[config.mk]
export PLATFORM = sky130hd
export DESIGN_NAME = timed_event_queue_flat
export DESIGN_NICKNAME = d
export VERILOG_FILES = /design/src/rtl/teq_pkg.sv /design/src/rtl/teq_if.sv /design/src/rtl/teq_cell.sv /design/src/rtl/timed_event_queue.sv /design/src/flat_wrapper.sv
export SDC_FILE = /design/constraint.sdc
export NUM_CORES = 2
export LEC_CHECK = 0
export ABC_CLOCK_PERIOD_IN_PS = 6500
export BUFFER_PORTS_ARGS = -buffer_cell sky130_fd_sc_hd__buf_2
export CAP_MARGIN = 20
export CORE_MARGIN = 4
export CORE_UTILIZATION = 45
export DETAILED_ROUTE_END_ITERATION = 10
export MAX_ROUTING_LAYER = met4
export PLACE_DENSITY = 0.72
export SLEW_MARGIN = 20
export SYNTH_ARGS = -nofsm -noshare
export SYNTH_HDL_FRONTEND = slang
export SYNTH_SLANG_ARGS = --single-unit
[constraint.sdc]
create_clock -name clk -period 6.5 [get_ports clk]
set_clock_uncertainty 0.05 [all_clocks]
set_input_delay 0.65 -clock clk [delete_from_list [all_inputs] [get_ports clk]]
set_output_delay 0.65 -clock clk [all_outputs]
set_load 0.03 [all_outputs]
[src/rtl/teq_pkg.sv]
// Shared types and constants for the timed event queue.
`timescale 1ns / 1ps
`default_nettype none
package teq_pkg;

  localparam int DUE_W           = 32;
  localparam int TAG_W           = 8;
  localparam int QUEUE_DEPTH_DEF = 16;
  localparam int TAG_BITS_DEF    = 8;

  typedef enum logic {
    OP_TICK   = 1'b0,
    OP_ATTACH = 1'b1
  } teq_op_t;

  typedef enum logic {
    ST_FIRED  = 1'b0,
    ST_REJECT = 1'b1
  } teq_status_t;

  typedef enum logic {
    S_IDLE = 1'b0,
    S_TICK = 1'b1
  } teq_state_t;

  // Broadcast from the controller to every cell.
  typedef struct packed {
    logic             insert;
    logic             pop;
    logic [DUE_W-1:0] new_due;
    logic [DUE_W-1:0] frame;
  } teq_cmd_t;

endpackage
`default_nettype wire

[src/rtl/teq_if.sv]
// Request and result channel interfaces of the timed event queue.
`timescale 1ns / 1ps
`default_nettype none
interface teq_req_if;
  logic                      valid;
  logic                      ready;
  logic                      operation;
  logic [teq_pkg::DUE_W-1:0] due_frame;
  logic [teq_pkg::TAG_W-1:0] event_tag;

  modport source (output valid, output operation, output due_frame, output event_tag,
                  input ready);
  modport sink   (input valid, input operation, input due_frame, input event_tag,
                  output ready);
endinterface

interface teq_rsp_if;
  logic                      valid;
  logic                      ready;
  logic [teq_pkg::TAG_W-1:0] fired_tag;
  logic                      status;
  logic                      last_of_run;

  modport source (output valid, output fired_tag, output status, output last_of_run,
                  input ready);
  modport sink   (input valid, input fired_tag, input status, input last_of_run,
                  output ready);
endinterface
`default_nettype wire

[src/rtl/teq_cell.sv]
// One slot of the sorted chain: holds a due frame and tag, shifts right on insert, left on pop.
`timescale 1ns / 1ps
`default_nettype none
module teq_cell #(
  parameter int TAG_BITS = teq_pkg::TAG_BITS_DEF
) (
  input  wire  logic                      clk,
  input  wire  teq_pkg::teq_cmd_t         cmd,
  input  wire  logic                      occupied,
  input  wire  logic [TAG_BITS-1:0]       new_tag,
  input  wire  logic                      left_ge,
  input  wire  logic [teq_pkg::DUE_W-1:0] left_due,
  input  wire  logic [TAG_BITS-1:0]       left_tag,
  input  wire  logic [teq_pkg::DUE_W-1:0] right_due,
  input  wire  logic [TAG_BITS-1:0]       right_tag,
  output logic [teq_pkg::DUE_W-1:0]       due,
  output logic [TAG_BITS-1:0]             tag,
  output logic                            ge_new,
  output logic                            le_frame
);

  assign ge_new   = occupied && (due >= cmd.new_due);
  assign le_frame = occupied && (due <= cmd.frame);

  always_ff @(posedge clk) begin
    if (cmd.insert) begin
      if (left_ge) begin
        due <= left_due;
        tag <= left_tag;
      end else if (ge_new || !occupied) begin
        due <= cmd.new_due;
        tag <= new_tag;
      end
    end else if (cmd.pop) begin
      due <= right_due;
      tag <= right_tag;
    end
  end

endmodule
`default_nettype wire

[src/rtl/timed_event_queue.sv]
// Top level: sorted event queue built from a chain of cells, with tick release control.
//
//   channel   role    payload                              moves per transfer
//   request   sink    operation, due_frame, event_tag      one tick or one attach
//   result    source  fired_tag, status, last_of_run       one fired or rejected event
//
// Attach: every cell compares against the new due frame in parallel; cells from the insertion point on shift right.
// Tick: one head pop per cycle while the result register is free, each pop shifting the chain left.
// Reset (rst, synchronous) empties the queue and clears the frame counter.
// A stalled result register holds the controller; new requests wait until it drains.
`timescale 1ns / 1ps
`default_nettype none
module timed_event_queue #(
  parameter int QUEUE_DEPTH = teq_pkg::QUEUE_DEPTH_DEF,
  parameter int TAG_BITS    = teq_pkg::TAG_BITS_DEF
) (
  input wire logic clk,
  input wire logic rst,
  teq_req_if.sink   request,
  teq_rsp_if.source result
);

  localparam int CNT_W = $clog2(QUEUE_DEPTH + 1);
  localparam int DW    = teq_pkg::DUE_W;
  localparam int TW    = teq_pkg::TAG_W;

  teq_pkg::teq_state_t  state, state_next;
  teq_pkg::teq_cmd_t    cmd;
  teq_pkg::teq_status_t out_status;

  logic [CNT_W-1:0]    entry_count, entry_count_next;
  logic [DW-1:0]       frame_counter;
  logic [DW-1:0]       due_q [QUEUE_DEPTH];
  logic [TAG_BITS-1:0] tag_q [QUEUE_DEPTH];
  logic [QUEUE_DEPTH-1:0] ge_new, le_frame, occupied;

  logic                out_valid;
  logic [TW-1:0]       out_tag;
  logic                out_last;
  logic                out_free;
  logic                full;
  logic                accept;
  logic [TAG_BITS-1:0] tag_in;
  logic [TW-1:0]       rej_tag8, head_tag8;

  logic do_insert, do_pop, load_reject, load_fire, advance;

  // tag width adaptation
  if (TAG_BITS <= TW) begin : g_tag_narrow
    assign tag_in    = request.event_tag[TAG_BITS-1:0];
    assign rej_tag8  = TW'(tag_in);
    assign head_tag8 = TW'(tag_q[0]);
  end else begin : g_tag_wide
    assign tag_in    = TAG_BITS'(request.event_tag);
    assign rej_tag8  = tag_in[TW-1:0];
    assign head_tag8 = tag_q[0][TW-1:0];
  end

  assign out_free = !out_valid || result.ready;
  assign full     = (entry_count == CNT_W'(QUEUE_DEPTH));
  assign accept   = request.valid && request.ready;

  assign cmd.insert  = do_insert;
  assign cmd.pop     = do_pop;
  assign cmd.new_due = request.due_frame;
  assign cmd.frame   = frame_counter;

  for (genvar i = 0; i < QUEUE_DEPTH; i++) begin : g_cell
    logic [DW-1:0]       ld, rd;
    logic [TAG_BITS-1:0] lt, rt;
    logic                lge;

    assign occupied[i] = (CNT_W'(i) < entry_count);

    if (i == 0) begin : g_first
      assign ld  = '0;
      assign lt  = '0;
      assign lge = 1'b0;
    end else begin : g_left
      assign ld  = due_q[i-1];
      assign lt  = tag_q[i-1];
      assign lge = ge_new[i-1];
    end

    if (i == QUEUE_DEPTH - 1) begin : g_end
      assign rd = due_q[i];
      assign rt = tag_q[i];
    end else begin : g_right
      assign rd = due_q[i+1];
      assign rt = tag_q[i+1];
    end

    teq_cell #(
      .TAG_BITS (TAG_BITS)
    ) u_cell (
      .clk       (clk),
      .cmd       (cmd),
      .occupied  (occupied[i]),
      .new_tag   (tag_in),
      .left_ge   (lge),
      .left_due  (ld),
      .left_tag  (lt),
      .right_due (rd),
      .right_tag (rt),
      .due       (due_q[i]),
      .tag       (tag_q[i]),
      .ge_new    (ge_new[i]),
      .le_frame  (le_frame[i])
    );
  end

  // next state
  always_comb begin
    state_next = state;
    case (state)
      teq_pkg::S_IDLE: begin
        if (accept && (request.operation == teq_pkg::OP_TICK)) begin
          state_next = teq_pkg::S_TICK;
        end
      end
      teq_pkg::S_TICK: begin
        if (advance) begin
          state_next = teq_pkg::S_IDLE;
        end
      end
      default: state_next = teq_pkg::S_IDLE;
    endcase
  end

  // controls
  always_comb begin
    request.ready = 1'b0;
    do_insert     = 1'b0;
    do_pop        = 1'b0;
    load_reject   = 1'b0;
    load_fire     = 1'b0;
    advance       = 1'b0;
    case (state)
      teq_pkg::S_IDLE: begin
        request.ready = out_free;
        if (request.valid && out_free && (request.operation == teq_pkg::OP_ATTACH)) begin
          if (full) begin
            load_reject = 1'b1;
          end else begin
            do_insert = 1'b1;
          end
        end
      end
      teq_pkg::S_TICK: begin
        if (out_free) begin
          if (le_frame[0]) begin
            do_pop    = 1'b1;
            load_fire = 1'b1;
            advance   = !le_frame[1];
          end else begin
            advance = 1'b1;
          end
        end
      end
      default: ;
    endcase
  end

  always_comb begin
    entry_count_next = entry_count;
    if (do_insert) begin
      entry_count_next = entry_count + CNT_W'(1);
    end else if (do_pop) begin
      entry_count_next = entry_count - CNT_W'(1);
    end
  end

  always_ff @(posedge clk) begin
    if (rst) begin
      state         <= teq_pkg::S_IDLE;
      entry_count   <= '0;
      frame_counter <= '0;
      out_valid     <= 1'b0;
    end else begin
      state       <= state_next;
      entry_count <= entry_count_next;
      if (advance) begin
        frame_counter <= frame_counter + DW'(1);
      end
      if (load_reject || load_fire) begin
        out_valid <= 1'b1;
      end else if (result.ready) begin
        out_valid <= 1'b0;
      end
    end
  end

  always_ff @(posedge clk) begin
    if (load_reject) begin
      out_tag    <= rej_tag8;
      out_status <= teq_pkg::ST_REJECT;
      out_last   <= 1'b1;
    end else if (load_fire) begin
      out_tag    <= head_tag8;
      out_status <= teq_pkg::ST_FIRED;
      out_last   <= !le_frame[1];
    end
  end

  assign result.valid       = out_valid;
  assign result.fired_tag   = out_tag;
  assign result.status      = out_status;
  assign result.last_of_run = out_last;

  a_count_bound : assert property (@(posedge clk) disable iff (rst)
    entry_count <= CNT_W'(QUEUE_DEPTH))
    else $error("entry count beyond queue depth");

  a_no_insert_full : assert property (@(posedge clk) disable iff (rst)
    do_insert |-> !full)
    else $error("insert into a full queue");

  a_head_sorted : assert property (@(posedge clk) disable iff (rst)
    (entry_count >= CNT_W'(2)) |-> (due_q[0] <= due_q[1]))
    else $error("head entries out of order");

  a_pop_due : assert property (@(posedge clk) disable iff (rst)
    do_pop |-> (entry_count != '0) && (due_q[0] <= frame_counter))
    else $error("pop of an entry that is not due");

  a_frame_step : assert property (@(posedge clk) disable iff (rst)
    advance |=> (state == teq_pkg::S_IDLE))
    else $error("tick did not finish after frame advance");

endmodule
`default_nettype wire
[src/flat_wrapper.sv]
// flat-port wrapper written by rule: the top's interface ports become plain ports
module timed_event_queue_flat 
#(
  parameter int QUEUE_DEPTH = teq_pkg::QUEUE_DEPTH_DEF,
  parameter int TAG_BITS    = teq_pkg::TAG_BITS_DEF
)
  (clk, rst, request_valid, request_operation, request_due_frame, request_event_tag, request_ready, result_valid, result_fired_tag, result_status, result_last_of_run, result_ready);
  teq_req_if request_i ();
  teq_rsp_if result_i ();
  input wire logic clk;
  input wire logic rst;
  input wire logic [$bits(request_i.valid)-1:0] request_valid;
  input wire logic [$bits(request_i.operation)-1:0] request_operation;
  input wire logic [$bits(request_i.due_frame)-1:0] request_due_frame;
  input wire logic [$bits(request_i.event_tag)-1:0] request_event_tag;
  output wire logic [$bits(request_i.ready)-1:0] request_ready;
  output wire logic [$bits(result_i.valid)-1:0] result_valid;
  output wire logic [$bits(result_i.fired_tag)-1:0] result_fired_tag;
  output wire logic [$bits(result_i.status)-1:0] result_status;
  output wire logic [$bits(result_i.last_of_run)-1:0] result_last_of_run;
  input wire logic [$bits(result_i.ready)-1:0] result_ready;
  assign request_i.valid = request_valid;
  assign request_i.operation = request_operation;
  assign request_i.due_frame = request_due_frame;
  assign request_i.event_tag = request_event_tag;
  assign request_ready = request_i.ready;
  assign result_valid = result_i.valid;
  assign result_fired_tag = result_i.fired_tag;
  assign result_status = result_i.status;
  assign result_last_of_run = result_i.last_of_run;
  assign result_i.ready = result_ready;
  timed_event_queue #(.QUEUE_DEPTH(QUEUE_DEPTH), .TAG_BITS(TAG_BITS)) u_core (.clk(clk), .rst(rst), .request(request_i), .result(result_i));
endmodule
Yosys cells after proc, flatten, opt, wreduce, memory -nomap -nowiden:

Index checks and enable logic that the tools add are counted.

* $add $sub $neg: 3
* $lt $le $gt $ge: 34
* eq/ne operators: 16
* mux-type cells: 144
* bitwise operators: 2
* reductions and logical operators: 78

Operators by type and width (number)
* $mux W32: 61
* $ge A32 B32 Y1: 16
* $mux W8: 63
* $le A32 B32 Y1: 2
* $ne A3 B3 Y1 const B: 14
* $lt A4 B5 Y1 const A: 8
* $add A32 B1 Y32 const B: 1
* $reduce_and A2 Y1: 16
* $logic_and A1 B1 Y1: 22
* $lt A3 B5 Y1 const A: 4
* $logic_not A1 Y1: 18
* $logic_or A1 B1 Y1: 18
* $mux W1: 17
* $lt A1 B5 Y1 const A: 2
* $lt A2 B5 Y1 const A: 2
* $mux W5: 2
* $reduce_bool A2 Y1: 4
* $add A5 B1 Y5 const B: 1
* $eq A5 B5 Y1 const B: 1
* $sub A5 B1 Y5 const B: 1
* $ne A2 B2 Y1 const B: 1
* $not A1 Y1: 2
* $pmux W1 S2: 1

* flip-flop bits (word level): 689
* input port bits: 45
* output and inout bits: 12
* word-level logic and storage cells: 316

Longest topological paths before layout:

* depth after elaboration: 8
* depth in mapped cells: 14
* depth with buffers taken out: 10

Modules after synthesis:

A second synthesis with hierarchy kept.

* cells, all modules: 6781
* area, all modules: 60838.3 sq um

Modules (own cells, without submodules)
* teq_cell: times used 16, cells an instance 405, area an instance 3634.7 sq um, sequential area each 1201.2 sq um
* timed_event_queue: times used 1, cells an instance 301, area an instance 2682.6 sq um, sequential area each 1061.0 sq um

Worst setup path after synthesis:

No wires, ideal clock.

* path kind: input-to-reg
* from: in request_due_frame[30]
* to: reg u_core.g_cell[5].u_cell.due[0] (netlist bit) (enable)
* library setup time: 0.493 ns
* data arrival time: 5.684 ns
* data required time: 5.957 ns
* slack: 0.273 ns
* cell stages on the path: 12
* buffers on the path: 2
* cell sequence: clkbuf_1 > inv_1 > ha_1 > nand4_1 > nor4_1 > o221ai_1 > nand2b_1 > a211oi_1 > nor2_1 > buf_1 > nor3_1 > o21ai_0

* longest elaborated chain between the ends: 5
* elaborated cells between the ends (all ways): 7
* classes of those cells: order compare (2); eq/ne (1); reduce/logical (4)

RTL lines
* from (decl): RTL line flat_wrapper.sv:14 `input wire logic [$bits(request_i.due_frame)-1:0] request_due_frame;`
* $ge A32 B32 Y1: RTL line teq_cell.sv:22 `assign ge_new = occupied && (due >= cmd.new_due);`
* $logic_and A1 B1 Y1: RTL line teq_cell.sv:22
* $logic_or A1 B1 Y1: RTL line teq_cell.sv:30 `end else if (ge_new || !occupied) begin`
* $ne A3 B3 Y1 (no source line) (*)
* $reduce_and A2 Y1 (no source line) (*)
* to (signal assigned): RTL line teq_cell.sv:28 `due <= left_due;`
* to (signal assigned): RTL line teq_cell.sv:31 `due <= cmd.new_due;`
* to (signal assigned): RTL line teq_cell.sv:35 `due <= right_due;`
* to (decl): RTL line teq_cell.sv:16 `output logic [teq_pkg::DUE_W-1:0] due,`

Mark *: on every way between the ends. The rest lies on a longest branch, timed or not.
A chain may end at the register's enable or synchronous reset.

Worst setup path after layout:

* from: in request_due_frame[2]
* to: reg u_core.g_cell[9].u_cell.tag[5] (enable)

* longest elaborated chain between the ends: 5
* elaborated cells between the ends (all ways): 7
* classes of those cells: order compare (2); eq/ne (1); reduce/logical (4)

RTL lines
* $ge A32 B32 Y1: RTL line teq_cell.sv:22
* $logic_and A1 B1 Y1: RTL line teq_cell.sv:22
* $logic_or A1 B1 Y1: RTL line teq_cell.sv:30
* $ne A3 B3 Y1 (no source line) (*)
* $reduce_and A2 Y1 (no source line) (*)
* to (signal assigned): RTL line teq_cell.sv:29 `tag <= left_tag;`
* to (signal assigned): RTL line teq_cell.sv:32 `tag <= new_tag;`
* to (signal assigned): RTL line teq_cell.sv:36 `tag <= right_tag;`
* to (decl): RTL line teq_cell.sv:17 `output logic [TAG_BITS-1:0] tag,`

Marked as above.

==> impl_metrics.env <==
export IMPL_setup_viol=0
export IMPL_fp_dieArea_sq_um=109100
export IMPL_worst_ep_required_time_ns=6.79
export IMPL_overflow=0
export IMPL_coreArea_sq_um=102500
export IMPL_synth_fp_nets=5165
export IMPL_cp_max_fo=40
export IMPL_synth_area_leaders="edfxtp_1, ha_1, mux2i_1"
export IMPL_cts_root_buffer="clkbuf_16"
export IMPL_antenna_found_initial=7
export IMPL_cts_buffers=77
export IMPL_fin_crit_sh=0.7051
export IMPL_startpoint_type="input pin"
export IMPL_synth_cell_types=76
export IMPL_via_count=35472
export IMPL_syn_to_final_growth_pct=8.987
export IMPL_slew_headroom=0.2057
export IMPL_yosysWarnings=0
export IMPL_drt_wirelength_per_cell_um=20.80
export IMPL_cts_tree="done"
export IMPL_synth_common_cells="edfxtp_1, nand2_1, ha_1"
export IMPL_cpMaxStageDelayCell="a2111oi_0"
export IMPL_synth_edf_count=648
export IMPL_hold_class="input pin to flop"
export IMPL_fin_util=0.4972
export IMPL_cts_num_sinks=689
export IMPL_ys_seq_elements=689
export IMPL_vdd_ir_drop_max_mv=0.1949
export IMPL_max_freq_mhz=218.2
export IMPL_tightest_slew_ns=1.182
export IMPL_globalRouteTotalUtil=0.2266
export IMPL_postCtsHoldBufs=0
export IMPL_row_count=117
export IMPL_timing_setup_tns_ns=0
export IMPL_grt_pass1_wl_mm=192.6
export IMPL_critPathCaptureType="flop"
export IMPL_power_density_nw_per_um2=247.2
export IMPL_final_max_slew_viol_count=0
export IMPL_yosysSeqAreaShare=0.4338
export IMPL_fin_crit_ns=4.583
export IMPL_synth_cells=4540
export IMPL_path_clk_slew_ns=0.06
export IMPL_dp_final_hpwl_mm=90.47
export IMPL_initial_utilization=0.4562
export IMPL_syn_area_sq_um=46750
export IMPL_syn_avg_cell_area_sq_um=10.30
export IMPL_die_w_um=330.3
export IMPL_htreeDepth=3
export IMPL_drt_iter0_markers=3836
export IMPL_outcome="finished, final reports clean"
export IMPL_fin_nets=5100
export IMPL_hold_viol=0
export IMPL_clock_latency_ns=0.64
export IMPL_slowest_delay_ns=0.64
export IMPL_yosys_cell_count_top_type="edfxtp_1"
export IMPL_final_layout_size_suffix_gt1_frac=0.07567
export IMPL_synth_top_flop_cell="edfxtp_1"
export IMPL_min_path_cells=3
export IMPL_ctsResizeCount=0
export IMPL_async_flop_share=0
export IMPL_first_global_vias=34088
export IMPL_cts_buffer_depth=3
export IMPL_crit_arrival_ns=4.87
export IMPL_dr_pass1_iters=7
export IMPL_io_buffers=56
export IMPL_worstPathCellList="buf_2, inv_1, ha_1, a211oi_1, o21ai_0, a2111oi_0, o21ai_0, a211oi_1, nor2_4, buf_4, nor2_1, o21ai_4, buf_4"
export IMPL_viasPerCell=6.006
export IMPL_ios=57
export IMPL_gp_congestion=0.9096
export IMPL_rr_worst_depth=8
export IMPL_synth_top_area_frac=0.4162
export IMPL_postRouteAntennaNets=0
export IMPL_postCtsSetupRepairBufs=0
export IMPL_wirelength_mm=122.8
export IMPL_die_h_um=330.3
export IMPL_max_cap_violations=0
export IMPL_yosys_area_top_type="edfxtp_1"
export IMPL_rsz0062_at_grt="false"
export IMPL_p_leak_nw=18.93
export IMPL_grt_max_degree=238
export IMPL_drc=0
export IMPL_worstSetupPathType="input pin to flop"
==> registers in the layout, indices dropped and copies added, names as in the netlist <==
signal	cells
u_core.g_cell.u_cell.tag	128
u_core.entry_count	5
u_core.result.valid	1
u_core.result.status	1
u_core.result.fired_tag	8
u_core.g_cell.u_cell.due	512
u_core.frame_counter	32
u_core.result.last_of_run	1
u_core.state	1
==> power breakdown <==
group          internal (mW)  switching (mW)  total [mW]
Sequential              5.41           0.331        5.74
Clock                   2.56            1.84        4.41
Combinational          0.902            1.55        2.45
Total                   8.87            3.72        12.6
==> path summary, 6_finish.rpt <==
kind	from	to	slack, ns
max	request_due_frame[2]	u_core.g_cell[9].u_cell.tag[5]$_DFFE_PP_	1.92
min	request_valid	u_core.state$_SDFF_PP0_	0.26
max reg2reg	u_core.g_cell[0].u_cell.due[25]$_DFFE_PP_	u_core.g_cell[14].u_cell.tag[7]$_DFFE_PP_	2.07
min reg2reg	u_core.result.status$_SDFFE_PP1P_	u_core.result.status$_SDFFE_PP1P_	0.42
==> kinds of logic after synthesis <==
group | after synthesis | synth area share
adders and majority gates | 580 | 0.1552
DFF | 689 | 0.4338
xor gates and xnor gates | 27 | 0.005059
and+or+nand+nor | 1238 | 0.1159
muxes | 498 | 0.1079
AOI/OAI and AO/OA | 1152 | 0.1515
buffers and inverters | 356 | 0.03062
==> worst max-delay path: cells and delay by family <==
| kind | cells | cell delay (ns) |
|---|---|---|
| AOI/OAI and AO/OA | 6 | 1.88 |
| adders and majority gates | 1 | 0.46 |
| buffers and inverters | 4 | 1.38 |
| and+or+nand+nor | 2 | 0.47 |
==> layout by cell type (no fill, tap or decap), types with 9 or more instances in the layout <==
cell type | Yosys | final
a2111oi_0 | 20 | 20
a2111oi_2 | 14 | 14
a211o_1 | 9 | 9
a211oi_1 | 77 | 76
a21o_1 | 48 | 48
a21oi_1 | 271 | 268
a31oi_1 | 11 | 9
buf_2 | 40 | 56
buf_4 | 6 | 61
clkbuf_1 | 189 | 15
clkbuf_16 | 0 | 81
clkinv_1 | 0 | 18
dfxtp_1 | 41 | 41
edfxtp_1 | 648 | 648
ha_1 | 580 | 580
inv_1 | 89 | 89
mux2_2 | 48 | 48
mux2i_1 | 449 | 449
nand2_1 | 589 | 583
nand2b_1 | 21 | 21
nand3_1 | 160 | 160
nand4_1 | 86 | 86
nor2_1 | 274 | 268
nor2b_1 | 25 | 23
nor3_1 | 30 | 30
nor4_1 | 12 | 12
o2111ai_1 | 16 | 16
o211ai_1 | 126 | 126
o21a_1 | 13 | 13
o21ai_0 | 489 | 480
o21ai_4 | 0 | 9
o221ai_1 | 9 | 9
xnor2_1 | 27 | 27
==> routing by layer <==
metal  track usage  vias to the layer above  share of wire
met3       0.02532                      195          0.067
met2        0.3531                     1330           0.46
met5             -                        -              0
li1              -                    17063              -
met1        0.3125                    16884           0.45
met4       0.06986                        0          0.028
==> per-stage QoR <==
step	total power, mW	setup WS, ns	hold slack [ns]	cell area, sq um	cells
after detailed placement	8.238	1.255	0.4148	48470	5764
after CTS	12.63	1.924	0.2143	50940	5901
final	12.60	1.917	0.2554	50950	5906
after floorplan	7.464	0.2728	0.4257	46750	4540
after global placement	8.139	1.370	0.4230	48470	5764
after global routing	13.17	1.628	0.2444	50950	5905
==> area by class of cell <==
class	count	area, sq um
clock inverters	39	361.6
well taps	1368	1712
repair buffers	122	838.3
flip-flops and latches	689	20280
clock buffers	98	2111
multi-input cells	3495	25300
fillers	9155	51520
inverters	90	337.8
diodes	5	12.51
Power figures use the tool's default switching activity.
